<file path="src/hw/rtl/lfp_pkg.sv">
// Package for the linked-list free pool: sizes, field widths, operation
// and status codes shared by the interfaces and the top level.
// Depends on nothing.
`default_nettype none
package lfp_pkg;

  localparam int POOL_ENTRIES = 64;
  localparam int USER_LISTS   = 4;

  localparam int IDX_W  = 6;  // entry index
  localparam int CNT_W  = 7;  // counts and pool size
  localparam int LIST_W = 2;  // list select
  localparam int MODE_W = 3;
  localparam int STAT_W = 2;

  localparam int FREE_MAX = 127;  // free_count saturation

  typedef enum logic [MODE_W-1:0] {
    MODE_INIT       = 3'd0,
    MODE_ALLOC      = 3'd1,
    MODE_RELEASE    = 3'd2,
    MODE_PUSH_BACK  = 3'd3,
    MODE_PUSH_FRONT = 3'd4,
    MODE_POP_FRONT  = 3'd5,
    MODE_REMOVE     = 3'd6,
    MODE_COUNT      = 3'd7
  } mode_e;

  typedef enum logic [STAT_W-1:0] {
    STATUS_OK    = 2'd0,
    STATUS_EMPTY = 2'd1,
    STATUS_RANGE = 2'd2
  } status_e;

endpackage
`default_nettype wire

</file>
<file path="src/hw/rtl/lfp_req_if.sv">
// Request channel of the linked-list free pool: valid/ready and one
// operation item. Depends on lfp_pkg.
`default_nettype none
interface lfp_req_if;
  logic                        valid;
  logic                        ready;
  logic [lfp_pkg::MODE_W-1:0]  mode;
  logic [lfp_pkg::LIST_W-1:0]  list_id;
  logic [lfp_pkg::IDX_W-1:0]   entry;
  logic [lfp_pkg::IDX_W-1:0]   prior_entry;
  logic                        prior_valid;

  modport source (output valid, mode, list_id, entry, prior_entry, prior_valid,
                  input ready);
  modport sink   (input valid, mode, list_id, entry, prior_entry, prior_valid,
                  output ready);
endinterface
`default_nettype wire

</file>
<file path="src/hw/rtl/lfp_rsp_if.sv">
// Response channel of the linked-list free pool: valid/ready and one
// result item. Depends on lfp_pkg.
`default_nettype none
interface lfp_rsp_if;
  logic                        valid;
  logic                        ready;
  logic [lfp_pkg::IDX_W-1:0]   result_entry;
  logic                        found;
  logic [lfp_pkg::CNT_W-1:0]   free_count;
  logic [lfp_pkg::STAT_W-1:0]  status;

  modport source (output valid, result_entry, found, free_count, status,
                  input ready);
  modport sink   (input valid, result_entry, found, free_count, status,
                  output ready);
endinterface
`default_nettype wire

</file>
<file path="src/hw/rtl/linked_list_free_pool.sv">
// Linked-list free pool: one result item per request item. Throughput is one
// item per cycle unless rsp.ready holds the result stage; the next-pointer
// memory is read at acceptance with an address taken from the state as the
// item ahead leaves it, and a write in that same edge is forwarded into the
// read data. Reset clears lists and free-list state and sets the pool size
// to POOL_MAX; the next-pointer memory is not cleared and needs no clearing
// pass. Depends on lfp_pkg, lfp_req_if and lfp_rsp_if.
`default_nettype none
module linked_list_free_pool (
  input  wire logic                       clk_i,
  input  wire logic                       rst_ni,
  input  wire logic                       cfg_we_i,
  input  wire logic [lfp_pkg::CNT_W-1:0]  cfg_wdata_i,
  lfp_req_if.sink                         req,
  lfp_rsp_if.source                       rsp
);

  localparam int IW = lfp_pkg::IDX_W;
  localparam int CW = lfp_pkg::CNT_W;
  localparam int LW = lfp_pkg::LIST_W;
  localparam int UL = lfp_pkg::USER_LISTS;

  localparam logic [CW-1:0] POOL_MAX = CW'(lfp_pkg::POOL_ENTRIES);

  // configuration
  logic [CW-1:0] pool_size_q;

  // list and free-list state
  logic [IW-1:0] list_head_q [UL];
  logic [IW-1:0] list_tail_q [UL];
  logic [UL-1:0] list_nonempty_q;
  logic [IW-1:0] freed_head_q;
  logic [CW-1:0] freed_length_q;
  logic [CW-1:0] fresh_index_q;

  logic [IW-1:0] list_head_d [UL];
  logic [IW-1:0] list_tail_d [UL];
  logic [UL-1:0] list_nonempty_d;
  logic [IW-1:0] freed_head_d;
  logic [CW-1:0] freed_length_d;
  logic [CW-1:0] fresh_index_d;

  // next-pointer memory
  logic [IW-1:0] next_mem [lfp_pkg::POOL_ENTRIES];
  logic          mem_we;
  logic [IW-1:0] mem_waddr;
  logic [IW-1:0] mem_wdata;
  logic [IW-1:0] mem_raddr;
  logic [IW-1:0] rdata_q;

  // input stage
  logic           s_valid_q;
  lfp_pkg::mode_e s_mode_q;
  logic [LW-1:0]  s_list_q;
  logic [IW-1:0]  s_entry_q;
  logic [IW-1:0]  s_prior_q;
  logic           s_pv_q;

  // result stage
  logic                r_valid_q;
  logic [IW-1:0]       r_entry_q,  r_entry_d;
  logic                r_found_q,  r_found_d;
  logic [CW-1:0]       r_count_q,  r_count_d;
  lfp_pkg::status_e    r_status_q, r_status_d;

  logic          adv;
  logic          in_acc;
  logic [CW-1:0] pool_eff;
  logic          lid_oor;
  logic          ent_oor;
  logic          pri_oor;
  logic [CW-1:0] avail;
  logic [CW:0]   free_sum;

  assign adv    = s_valid_q && (!r_valid_q || rsp.ready);
  assign in_acc = req.valid && req.ready;
  assign req.ready = !s_valid_q || adv;

  assign pool_eff = (pool_size_q < POOL_MAX) ? pool_size_q : POOL_MAX;
  assign lid_oor  = {1'b0, s_list_q} >= (LW+1)'(UL);
  assign ent_oor  = {1'b0, s_entry_q} >= pool_eff;
  assign pri_oor  = {1'b0, s_prior_q} >= pool_eff;

  // Execute the item in the input stage; state moves only when it advances.
  always_comb begin
    list_head_d     = list_head_q;
    list_tail_d     = list_tail_q;
    list_nonempty_d = list_nonempty_q;
    freed_head_d    = freed_head_q;
    freed_length_d  = freed_length_q;
    fresh_index_d   = fresh_index_q;
    mem_we          = 1'b0;
    mem_waddr       = s_entry_q;
    mem_wdata       = freed_head_q;
    r_entry_d       = '0;
    r_found_d       = 1'b0;
    r_status_d      = lfp_pkg::STATUS_OK;

    if (adv) begin
      if ((s_mode_q == lfp_pkg::MODE_PUSH_BACK || s_mode_q == lfp_pkg::MODE_PUSH_FRONT ||
           s_mode_q == lfp_pkg::MODE_POP_FRONT || s_mode_q == lfp_pkg::MODE_REMOVE) &&
          lid_oor) begin
        r_status_d = lfp_pkg::STATUS_RANGE;
      end else if ((s_mode_q == lfp_pkg::MODE_RELEASE || s_mode_q == lfp_pkg::MODE_PUSH_BACK ||
                    s_mode_q == lfp_pkg::MODE_PUSH_FRONT || s_mode_q == lfp_pkg::MODE_REMOVE) &&
                   (ent_oor || (s_mode_q == lfp_pkg::MODE_REMOVE && s_pv_q && pri_oor))) begin
        r_status_d = lfp_pkg::STATUS_RANGE;
      end else begin
        case (s_mode_q)
          lfp_pkg::MODE_INIT: begin
            freed_head_d   = '0;
            freed_length_d = '0;
            fresh_index_d  = '0;
          end
          lfp_pkg::MODE_ALLOC: begin
            if (freed_length_q != '0) begin
              r_entry_d      = freed_head_q;
              r_found_d      = 1'b1;
              freed_head_d   = rdata_q;
              freed_length_d = freed_length_q - CW'(1);
            end else if (fresh_index_q < pool_eff) begin
              r_entry_d     = fresh_index_q[IW-1:0];
              r_found_d     = 1'b1;
              fresh_index_d = fresh_index_q + CW'(1);
            end else begin
              r_status_d = lfp_pkg::STATUS_EMPTY;
            end
          end
          lfp_pkg::MODE_RELEASE: begin
            mem_we       = 1'b1;
            mem_waddr    = s_entry_q;
            mem_wdata    = freed_head_q;
            freed_head_d = s_entry_q;
            if (freed_length_q < POOL_MAX) begin
              freed_length_d = freed_length_q + CW'(1);
            end
          end
          lfp_pkg::MODE_PUSH_BACK: begin
            if (list_nonempty_q[s_list_q]) begin
              mem_we    = 1'b1;
              mem_waddr = list_tail_q[s_list_q];
              mem_wdata = s_entry_q;
              list_tail_d[s_list_q] = s_entry_q;
            end else begin
              list_head_d[s_list_q]     = s_entry_q;
              list_tail_d[s_list_q]     = s_entry_q;
              list_nonempty_d[s_list_q] = 1'b1;
            end
          end
          lfp_pkg::MODE_PUSH_FRONT: begin
            mem_we    = 1'b1;
            mem_waddr = s_entry_q;
            mem_wdata = list_head_q[s_list_q];
            list_head_d[s_list_q] = s_entry_q;
            if (!list_nonempty_q[s_list_q]) begin
              list_tail_d[s_list_q]     = s_entry_q;
              list_nonempty_d[s_list_q] = 1'b1;
            end
          end
          lfp_pkg::MODE_POP_FRONT: begin
            if (!list_nonempty_q[s_list_q]) begin
              r_status_d = lfp_pkg::STATUS_EMPTY;
            end else begin
              r_entry_d = list_head_q[s_list_q];
              r_found_d = 1'b1;
              if (list_head_q[s_list_q] == list_tail_q[s_list_q]) begin
                list_nonempty_d[s_list_q] = 1'b0;
              end else begin
                list_head_d[s_list_q] = rdata_q;
              end
            end
          end
          lfp_pkg::MODE_REMOVE: begin
            if (!list_nonempty_q[s_list_q]) begin
              r_status_d = lfp_pkg::STATUS_EMPTY;
            end else if (!s_pv_q) begin
              if (s_entry_q == list_tail_q[s_list_q]) begin
                list_nonempty_d[s_list_q] = 1'b0;
              end else begin
                list_head_d[s_list_q] = rdata_q;
              end
            end else begin
              // unlink: prior takes over the removed entry's successor
              if (s_entry_q == list_tail_q[s_list_q]) begin
                list_tail_d[s_list_q] = s_prior_q;
              end else begin
                mem_we    = 1'b1;
                mem_waddr = s_prior_q;
                mem_wdata = rdata_q;
              end
            end
          end
          default: begin
          end
        endcase
      end
    end
  end

  // Free count after this item, saturated.
  assign avail     = (pool_eff > fresh_index_d) ? (pool_eff - fresh_index_d) : '0;
  assign free_sum  = {1'b0, freed_length_d} + {1'b0, avail};
  assign r_count_d = (free_sum > (CW+1)'(lfp_pkg::FREE_MAX)) ?
                     CW'(lfp_pkg::FREE_MAX) : free_sum[CW-1:0];

  // Read address of the incoming item, from state as the item ahead leaves it.
  always_comb begin
    case (lfp_pkg::mode_e'(req.mode))
      lfp_pkg::MODE_ALLOC:     mem_raddr = freed_head_d;
      lfp_pkg::MODE_POP_FRONT: mem_raddr = list_head_d[req.list_id];
      default:                 mem_raddr = req.entry;
    endcase
  end

  always_ff @(posedge clk_i) begin
    if (mem_we) begin
      next_mem[mem_waddr] <= mem_wdata;
    end
    if (in_acc) begin
      // forward a write landing at the same edge
      rdata_q <= (mem_we && mem_waddr == mem_raddr) ? mem_wdata : next_mem[mem_raddr];
    end
  end

  always_ff @(posedge clk_i or negedge rst_ni) begin
    if (!rst_ni) begin
      pool_size_q     <= POOL_MAX;
      list_head_q     <= '{default: '0};
      list_tail_q     <= '{default: '0};
      list_nonempty_q <= '0;
      freed_head_q    <= '0;
      freed_length_q  <= '0;
      fresh_index_q   <= '0;
      s_valid_q       <= 1'b0;
      r_valid_q       <= 1'b0;
    end else begin
      if (cfg_we_i) begin
        pool_size_q <= cfg_wdata_i;
      end
      list_head_q     <= list_head_d;
      list_tail_q     <= list_tail_d;
      list_nonempty_q <= list_nonempty_d;
      freed_head_q    <= freed_head_d;
      freed_length_q  <= freed_length_d;
      fresh_index_q   <= fresh_index_d;
      if (in_acc) begin
        s_valid_q <= 1'b1;
      end else if (adv) begin
        s_valid_q <= 1'b0;
      end
      if (adv) begin
        r_valid_q <= 1'b1;
      end else if (rsp.ready) begin
        r_valid_q <= 1'b0;
      end
    end
  end

  always_ff @(posedge clk_i) begin
    if (in_acc) begin
      s_mode_q  <= lfp_pkg::mode_e'(req.mode);
      s_list_q  <= req.list_id;
      s_entry_q <= req.entry;
      s_prior_q <= req.prior_entry;
      s_pv_q    <= req.prior_valid;
    end
    if (adv) begin
      r_entry_q  <= r_entry_d;
      r_found_q  <= r_found_d;
      r_count_q  <= r_count_d;
      r_status_q <= r_status_d;
    end
  end

  assign rsp.valid        = r_valid_q;
  assign rsp.result_entry = r_entry_q;
  assign rsp.found        = r_found_q;
  assign rsp.free_count   = r_count_q;
  assign rsp.status       = r_status_q;

  a_found_ok: assert property (@(posedge clk_i) disable iff (!rst_ni)
    (r_valid_q && r_found_q) |-> (r_status_q == lfp_pkg::STATUS_OK))
    else $error("found result with non-ok status");

  a_fresh_bound: assert property (@(posedge clk_i) disable iff (!rst_ni)
    fresh_index_q <= POOL_MAX)
    else $error("fresh index above pool capacity");

  a_freed_bound: assert property (@(posedge clk_i) disable iff (!rst_ni)
    freed_length_q <= POOL_MAX)
    else $error("freed length above pool capacity");

  a_hold_state: assert property (@(posedge clk_i) disable iff (!rst_ni)
    !adv |=> ($stable(list_nonempty_q) && $stable(fresh_index_q) &&
              $stable(freed_length_q) && $stable(freed_head_q)))
    else $error("pool state changed without an item advancing");

endmodule
`default_nettype wire
</file>
<file path="src/flat_wrapper.sv">
// flat-port wrapper written by rule: the top's interface ports become plain ports
module linked_list_free_pool_flat 
  (clk_i, rst_ni, cfg_we_i, cfg_wdata_i, req_valid, req_mode, req_list_id, req_entry, req_prior_entry, req_prior_valid, req_ready, rsp_valid, rsp_result_entry, rsp_found, rsp_free_count, rsp_status, rsp_ready);
  lfp_req_if req_i ();
  lfp_rsp_if rsp_i ();
  input  wire logic clk_i;
  input  wire logic rst_ni;
  input  wire logic cfg_we_i;
  input  wire logic [lfp_pkg::CNT_W-1:0] cfg_wdata_i;
  input wire logic [$bits(req_i.valid)-1:0] req_valid;
  input wire logic [$bits(req_i.mode)-1:0] req_mode;
  input wire logic [$bits(req_i.list_id)-1:0] req_list_id;
  input wire logic [$bits(req_i.entry)-1:0] req_entry;
  input wire logic [$bits(req_i.prior_entry)-1:0] req_prior_entry;
  input wire logic [$bits(req_i.prior_valid)-1:0] req_prior_valid;
  output wire logic [$bits(req_i.ready)-1:0] req_ready;
  output wire logic [$bits(rsp_i.valid)-1:0] rsp_valid;
  output wire logic [$bits(rsp_i.result_entry)-1:0] rsp_result_entry;
  output wire logic [$bits(rsp_i.found)-1:0] rsp_found;
  output wire logic [$bits(rsp_i.free_count)-1:0] rsp_free_count;
  output wire logic [$bits(rsp_i.status)-1:0] rsp_status;
  input wire logic [$bits(rsp_i.ready)-1:0] rsp_ready;
  assign req_i.valid = req_valid;
  assign req_i.mode = req_mode;
  assign req_i.list_id = req_list_id;
  assign req_i.entry = req_entry;
  assign req_i.prior_entry = req_prior_entry;
  assign req_i.prior_valid = req_prior_valid;
  assign req_ready = req_i.ready;
  assign rsp_valid = rsp_i.valid;
  assign rsp_result_entry = rsp_i.result_entry;
  assign rsp_found = rsp_i.found;
  assign rsp_free_count = rsp_i.free_count;
  assign rsp_status = rsp_i.status;
  assign rsp_i.ready = rsp_ready;
  linked_list_free_pool u_core (.clk_i(clk_i), .rst_ni(rst_ni), .cfg_we_i(cfg_we_i), .cfg_wdata_i(cfg_wdata_i), .req(req_i), .rsp(rsp_i));
endmodule
</file>
<file path="config.mk">
export PLATFORM = sky130hd
export DESIGN_NAME = linked_list_free_pool_flat
export DESIGN_NICKNAME = d
export VERILOG_FILES = /design/src/hw/rtl/lfp_pkg.sv /design/src/hw/rtl/lfp_req_if.sv /design/src/hw/rtl/lfp_rsp_if.sv /design/src/hw/rtl/linked_list_free_pool.sv /design/src/flat_wrapper.sv
export SDC_FILE = /design/constraint.sdc
export NUM_CORES = 1
export LEC_CHECK = 0
export BUFFER_PORTS_ARGS = -buffer_cell sky130_fd_sc_hd__buf_2
export CORE_MARGIN = 3
export CORE_UTILIZATION = 30
export CTS_CLUSTER_SIZE = 14
export DETAILED_ROUTE_END_ITERATION = 12
export PLACE_DENSITY = 0.46
export RECOVER_POWER = 100
export SETUP_SLACK_MARGIN = 0.15
export SYNTH_ARGS = -nofsm -noshare
export SYNTH_HDL_FRONTEND = slang
export SYNTH_SLANG_ARGS = --single-unit
</file>
<file path="constraint.sdc">
create_clock -name clk_i -period 17.4 [get_ports clk_i]
set_input_delay 0.87 -clock clk_i [delete_from_list [all_inputs] [get_ports clk_i]]
set_output_delay 0.87 -clock clk_i [all_outputs]
set_load 0.05 [all_outputs]
</file>
==> key figures, run 1 <==
Outcome
  – Status: complete, but fails checks
  – Failing checks: capacitance limit, slew limit

CTS
  – Setup Fix Bufs, Post-CTS: 0
  – CTS Root Cell: clkbuf_16
  – CTS tree: built
  – TritonCTS Buffers: 57
  – Htree depth: 2
  – Post-CTS Hold Buffers: 0
  – Post-CTS Resized: 0
  – Worst skew pair latency: roughly 650 ps
  – CTS Buffer Depth: 3
  – Clock sinks: 505
  – Clock Pin Slew Worst Setup and Hold Paths: roughly 60 ps

Synthesis
  – Syn Inst Count: a little over 2000
  – Top post-synthesis cells by area: edfxtp_1, dfrtp_1, mux2i_1
  – Sequential share of the synthesized area: just over 60%
  – Synth Area in XOR/XNOR: about 1.1%
  – Post-synthesis simple-gate area fraction: 12.6%
  – Leading area contributor after synthesis: edfxtp_1
  – Post-synth ARST share: 16.0%
  – Post-synthesis mux area share: 7.33%
  – Post-Synth Adder-Cell Area: under 10%
  – Share of the synthesized area in the top cell type: approximately 53%
  – Synthesized area: roughly 24000 µm²
  – Most frequent cells after synthesis: edfxtp_1, nand2_1, nor2_1, mux2i_1, a21oi_1
  – Number of flops mapped to enable cells by yosys: 424
  – Syn avg cell area: 12.0 µm²
  – Largest family of logic cells by synthesized area: compound AO/OA/AOI/OAI gates
  – Yosys reg bits: a little over 500
  – Most frequent cell after synthesis: edfxtp_1
  – Synth Flop Type: edfxtp_1
  – Ys Warns: 0
  – Netlist cell types: 92
  – Complex-gate fraction of the synthesized area: between 10% and 20%
  – Syn_nets: around 2100

Routing
  – Drt first-iter violations: between 1000 and 1500
  – Post-Route WL: about 80000 µm
  – DR WL/cell: about 25 µm
  – DRC errors left: 0
  – Post-DRT Antenna Nets: 0
  – Vias per inst: 5.44
  – Via count: ~17000
  – DRT Pass-1 Iters: 7

Place
  – DP HPWL: about 52000 µm
  – Placed cells: roughly 3000
  – Placed Area: 25400 µm²
  – PortBufs: 47
  – Setup slack at placement: ~11000 ps
  – Final GP Congestion: between 0.8 and 0.9

Die
  – Core ar.: ~80000 µm²
  – Chip width: approximately 290 µm
  – Die Area: 84200 µm²
  – Top Ports: 48
  – Initial core utilization: a little under a third
  – Standard-cell row count: just over 100
  – Die height: about 290 µm

STA
  – Slew HR: -217%
  – Worst slew pin tran: approximately 4800 ps
  – Fin. max-slew vios: 595
  – Final hold vios: 0
  – Unrepaired setup endpoints after global routing: false
  – Max Clock Skew: 45.6 ps
  – Worst Setup Slack, final: roughly 6400 ps
  – Final setup TNS: 0 ps
  – FMAX: 0.0910 GHz
  – Final setup violation count: 0
  – Worst hold margin: around 400 ps
  – Minimum clock period: ~11000 ps
  – Final worst path period share: ~63%

Final layout
  – Layout cells sized above 1: approximately 8.5%
  – Final non-filler cell total: 3133
  – Ant. Diodes: 0
  – Final instance area: 27200 µm²
  – Fin nets: 2104
  – Final Core Density: about a third
  – Area grow syn2layout: 12.0%

GRT
  – Grt total ovfl: 0
  – Largest net degree at the start of global routing: between 100 and 150
  – First-pass GRT wire length: between 100000 and 150000 µm
  – Initial antenna violation count: 1
  – Vias in the first global route: 16700
  – GRT Resource Usage Total: between 10% and 20%

Power
  – Worst vdd ir: about 0.000078 V
  – Cell Pwr Density: 126 nW/µm²
  – Design Power: approximately 3.4 mW
  – Lkg Pwr: 9.78 nW

Worst setup path
  – Slowest stage delay, CP: approximately 2400 ps
  – Reg2Reg Depth: 15
  – WS Path Type: flip-flop to flip-flop
  – Cells along the critical path: nand3b_1 > o21ai_0 > nand2_1 > nand3_1 > a32o_1 > a211oi_1 > nor4_1 > and2_0 > clkbuf_1 > nand2_1 > o22ai_1 > nand3b_1 > mux2i_1 > nor3_1 > o31ai_2
  – Worst setup SP type: flip-flop
  – Crit path arrival time: about 11000 ps
  – Critical Path RT: approximately 18000 ps
  – Worst-path fanout max: 34
  – Reg-to-reg startpoint: u_core.s_mode_q[0]
  – Worst r2r dst: u_core.rdata_q[1]
  – Worst setup EP type: flip-flop
  – Crit path from: u_core.s_mode_q[0]
  – R2R Setup Slk: roughly 6400 ps
  – CP max stage cell: o21ai_0

Min path
  – Min-delay src: req_prior_entry[2]
  – Hold Crit Class: input pin to flip-flop
  – Worst Hold End: u_core.s_prior_q[2]
  – WHS Path Cells: 1

Job
  – Max_cap viols: 11
## cell type report
cell class / count / area, µm²
multi-input combinational: 1349 / 8690
tap: 1050 / 1310
clock inverter: 35 / 332
fill: 7858 / 52400
clock buffer: 70 / 1480
sequential: 505 / 14800
inverter: 47 / 176
timing repair buffer: 77 / 403
## registers in the layout, indices dropped and copies added, names as in the netlist, 2 cells and up, named ones only
register and flops:
u_core.rsp.result_entry 6, u_core.s_prior_q 6, u_core.pool_size_q 7, u_core.rsp.status 2, u_core.s_mode_q 3, u_core.freed_length_q 7, u_core.s_entry_q 6, u_core.list_head_q 24
u_core.fresh_index_q 6, u_core.rsp.free_count 7, u_core.s_list_q 2, u_core.next_mem 384, u_core.rdata_q 6, u_core.freed_head_q 6, u_core.list_tail_q 24
## worst max-delay path, delay by kind of cell (launching register included)
family,cells,cell delay [ps]
AOI/OAI and AO/OA,5,3150
DFF,1,700
muxes,1,90
buffers and inverters,1,1760
and+or+nand+nor,8,4930
## layer usage
layer  global-route usage [%]  vias to the layer above  wire length, µm
li1                         -                     7664                -
met1                     25.8                     8673            35500
met2                     29.0                      581            36300
met3                     2.71                      116             5050
met4                     4.89                        0             1970
met5                        0                        -                0
## logic make-up after synthesis
kind of cell	Yosys count
and+or+nand+nor	686
DFF	505
AOI/OAI and AO/OA	439
buffers and inverters	159
muxes	156
adders and majority gates	38
xor gates and xnor gates	30
## power breakdown
part           internal [mW]  switching, mW
Sequential              1.46         0.0728
Clock                  0.665          0.509
Combinational          0.224          0.495
## how the worst max path moves through the flow
| stage | endpoint | cells past startpoint | slack, ps |
|---|---|---|---|
| after floorplan | u_core.rsp.free_count[6] | 29 | 11720 |
| after global placement | u_core.rdata_q[4] | 16 | 10550 |
| after detailed placement | u_core.rdata_q[4] | 16 | 10590 |
| after CTS | u_core.rdata_q[4] | 17 | 10570 |
| after global routing | u_core.rdata_q[1] | 15 | 5910 |
| final | u_core.rdata_q[1] | 15 | 6410 |
## layout by cell type, fill, tap and decap left out, types with 9 or more instances in the layout
cell type,netlist,layout
nor2_1,192,191
a22o_1,26,20
o21ai_0,73,76
edfxtp_1,424,424
clkinv_1,1,15
and2_1,13,10
mux2_2,16,16
a311oi_1,10,10
nand2b_1,13,13
clkbuf_1,47,51
clkbuf_16,0,57
xnor2_1,19,19
mux4_2,13,13
ha_1,36,36
nor2b_1,16,16
buf_4,14,20
nand2_1,290,290
and3_1,16,16
inv_1,46,46
mux2i_1,125,125
nand4_1,14,14
a211oi_1,10,10
a221o_1,14,14
a31oi_1,19,19
nand3_1,73,73
a22oi_1,17,17
o22ai_1,24,24
a21o_1,20,20
a32oi_1,11,11
nor3_1,20,20
dfrtp_1,80,80
a32o_1,9,9
xor2_1,11,11
a21oi_1,88,88
buf_2,31,18
a221oi_1,17,17
Note: power is estimated with default switching activity, not from simulation.
==> run 2, diff against run 1 <==
- ABC_AREA: unset -> 1
- PLACE_DENSITY: 0.46 -> 0.48
- clock period: 17.4 -> 9.3 ns (I/O delays scaled with it)
==> run 2 against run 1 <==
  * The run still ends with capacitance limit, slew limit left
  * Maximum frequency is 48% higher
  * Via count is 20% higher
  * Utilization is 0.20 points lower
  * First-iteration DRC count is 34% higher
  * Synthesized area is 9.6% higher
  * Largest power group unchanged
  * Sequential cell count stayed put
  * Register-to-register slack worse by 4500 ps
  * Cell count is 33% higher
  * Wire length is 4.3% higher
  * Synthesized cell count is 47% higher
  * Non-clock buffer count is 4 higher
  * Sequential power is 99% higher
  * Critical path type unchanged
==> key figures, run 2 <==
Synthesis
  – Post-synth ARST share: 16.0% (unchanged)
  – Syn Inst Count: 2951 (+47%)
  – Share of the synthesized area in the top cell type: 47.9% (-4.6 points)
  – Ys Warns: 0 (unchanged)
  – Syn avg cell area: 9.00 µm² (-25%)
  – Synthesized area: 26600 µm² (+9.6%)
  – Top post-synthesis cells by area: edfxtp_1, nand2_1, nand3_1
  – Netlist cell types: 52 (-43%)
  – Yosys reg bits: 505 (unchanged)
  – Syn_nets: 3018 (+45%)
  – Most frequent cells after synthesis: nand2_1, nand3_1, edfxtp_1, inv_1, nor2_1
  – Number of flops mapped to enable cells by yosys: 424 (unchanged)
  – Leading area contributor after synthesis: edfxtp_1
  – Most frequent cell after synthesis: nand2_1
  – Synth Flop Type: edfxtp_1
  – Sequential share of the synthesized area: 55.6% (-5.3 points)

STA
  – Max Clock Skew: 75.1 ps (+29.6 ps)
  – Final setup violation count: 0 (unchanged)
  – Final worst path period share: 79.7% (+17 points)
  – Final hold vios: 0 (unchanged)
  – FMAX: 0.135 GHz (+48%)
  – Slew HR: -155% (+62 points)
  – Unrepaired setup endpoints after global routing: false
  – Worst slew pin tran: 3820 ps (-932 ps)
  – Worst Setup Slack, final: 1890 ps (-4520 ps)
  – Worst hold margin: 47.6 ps (-346 ps)
  – Final setup TNS: 0 ps (unchanged)
  – Minimum clock period: 7410 ps (-3580 ps)
  – Fin. max-slew vios: 307 (-48%)

GRT
  – Largest net degree at the start of global routing: 145 (unchanged)
  – First-pass GRT wire length: 125000 µm (+7.8%)
  – Grt total ovfl: 0 (unchanged)
  – Initial antenna violation count: 1 (unchanged)
  – Vias in the first global route: 19300 (+16%)
  – GRT Resource Usage Total: 17.8% (-0.39 points)

Routing
  – Via count: 20400 (+20%)
  – Post-DRT Antenna Nets: 0 (unchanged)
  – Vias per inst: 4.92 (-9.4%)
  – DR WL/cell: 19.8 µm (-21%)
  – Post-Route WL: 82200 µm (+4.3%)
  – DRT Pass-1 Iters: 8 (+1)
  – Drt first-iter violations: 1980 (+34%)
  – DRC errors left: 0 (unchanged)

Power
  – Lkg Pwr: 12.1 nW (+24%)
  – Cell Pwr Density: 245 nW/µm² (+94%)
  – Worst vdd ir: 0.000173 V (+120%)
  – Design Power: 7.26 mW (+110%)

CTS
  – Htree depth: 2 (unchanged)
  – Worst skew pair latency: 690 ps (+40 ps)
  – Post-CTS Resized: 0 (unchanged)
  – TritonCTS Buffers: 60 (+5.3%)
  – Setup Fix Bufs, Post-CTS: 0 (unchanged)
  – CTS tree: built
  – CTS Root Cell: clkbuf_16
  – Clock Pin Slew Worst Setup and Hold Paths: 60 ps (about the same)
  – Clock sinks: 505 (unchanged)
  – CTS Buffer Depth: 3 (unchanged)

Final layout
  – Max reg flops: 384 (unchanged)
  – Commonest non-fill, non-tap cell in the layout: nand2_1
  – Final instance area: 29600 µm² (+9.1%)
  – Top flop regs: u_core.next_mem (384), u_core.list_head_q (24), u_core.list_tail_q (24)
  – Area grow syn2layout: 11.6%
  – Fin nets: 3019 (+43%)
  – Most frequent cells in the layout: nand2_1, nand3_1, edfxtp_1
  – Layout cells sized above 1: 6.34% (-2.2 points)
  – Reg with most FFs: u_core.next_mem
  – Final non-filler cell total: 4152 (+33%)
  – Final Core Density: 33.9% (-0.20 points)
  – Ant. Diodes: 0 (unchanged)

Die
  – Die height: 304 µm (+4.6%)
  – Top Ports: 48 (unchanged)
  – Standard-cell row count: 108 (+4.9%)
  – Chip width: 304 µm (+4.6%)
  – Initial core utilization: 30.4% (-0.055 points)
  – Die Area: 92100 µm² (+9.4%)
  – Core ar.: 87300 µm² (+9.8%)

Outcome
  – Failing checks: capacitance limit, slew limit
  – Status: complete, but fails checks

Place
  – Setup slack at placement: 2990 ps (-7600 ps)
  – DP HPWL: 51000 µm (-2.5%)
  – Placed Area: 27700 µm² (+9.0%)
  – Placed cells: 4037 (+33%)
  – PortBufs: 47 (unchanged)
  – Final GP Congestion: 0.887 (+4.2%)

Min path
  – Min-delay src: req_mode[1]
  – Hold Crit Class: input pin to flip-flop
  – Worst Hold End: u_core.s_mode_q[1]
  – WHS Path Cells: 1 (unchanged)

Worst setup path
  – Reg2Reg Depth: 12 (-3)
  – Worst setup SP type: flip-flop
  – Worst-path fanout max: 65 (+91%)
  – Critical Path RT: 9180 ps (-8590 ps)
  – Worst r2r dst: u_core.next_mem[55][1]
  – WS Path Type: flip-flop to flip-flop
  – R2R Setup Slk: 1890 ps (-4520 ps)
  – Crit path arrival time: 7290 ps (-4070 ps)
  – Reg-to-reg startpoint: u_core.s_list_q[0]
  – Worst setup EP type: flip-flop

Job
  – Max_cap viols: 6 (-5)
## run 2: cell types whose count changed in the layout (fill, tap and decap cells not counted), moves of 18 or more
cell | previous run | this run
a22o_1 | 20 | 1
mux2i_1 | 125 | 0
nand3_1 | 73 | 489
a21oi_1 | 88 | 45
nand2_1 | 290 | 662
nand3b_1 | 3 | 121
inv_1 | 46 | 401
a31oi_1 | 19 | 1
a21o_1 | 20 | 0
inv_2 | 0 | 18
o21ai_0 | 76 | 182
## run 2: per-layer routing
layer / share of wire [%] / global-route usage, %
met1: 46 / 25.8
met2: 45 / 27.7
met3: 5.7 / 2.53
met4: 2.4 / 4.88
met5: 0 / 0
## run 2: area by class of cell
| cell class | instances | area, µm² |
|---|---|---|
| Clock inverter | 31 | 360 |
| Fill cell | 9089 | 57700 |
| Inverter | 422 | 1580 |
| Multi-Input combinational cell | 1882 | 9450 |
| Tap cell | 1155 | 1450 |
| Timing Repair Buffer | 81 | 464 |
| Sequential cell | 505 | 14800 |
| Clock buffer | 76 | 1570 |
## run 2: worst max path at each step
stage / from / end / slack, ps / cells after the start
3_5_place_dp: u_core.s_mode_q[2] / u_core.rdata_q[1] / 2990 / 20
6_report: u_core.s_list_q[0] / u_core.next_mem[55][1] / 1890 / 12
2_1_floorplan: u_core.pool_size_q[6] / u_core.next_mem[0][0] / 4130 / 16
3_3_place_gp: u_core.s_mode_q[2] / u_core.rdata_q[2] / 2840 / 20
4_1_cts: u_core.s_mode_q[2] / u_core.rdata_q[1] / 2990 / 20
5_1_grt: u_core.s_list_q[0] / u_core.rdata_q[1] / 1240 / 26
## run 2: power breakdown
group	switching, mW	internal [mW]
combinational	1.40	0.478
sequential	0.149	2.91
clock	0.986	1.34
total	2.53	4.73
## run 2: worst max-delay path, stage by stage, from the launching register on
cell and delay, ps:
edfxtp_1 350, buf_4 290, nor2_1 920, clkbuf_1 570, a22oi_2 150, nand2_1 230, inv_1 190, nor3_1 300
nand2_1 380, o221ai_1 290, nand2_1 120, o21ai_4 80, clkbuf_1 2690
## run 2: kinds of logic after synthesis
| group | Yosys count | share of synthesized area (%) |
|---|---|---|
| xor gates and xnor gates | 16 | 0.528 |
| and+or+nand+nor | 1522 | 26.3 |
| muxes | 13 | 0.551 |
| DFF | 505 | 55.6 |
| adders and majority gates | 37 | 1.77 |
| AOI/OAI and AO/OA | 294 | 6.25 |
| buffers and inverters | 564 | 9.05 |
## run 2: repair_timing
item,4_1_cts,5_1_grt
setup endpoints to repair,0,0
hold buffers,8,0
endpoints found under the hold margin,43,0
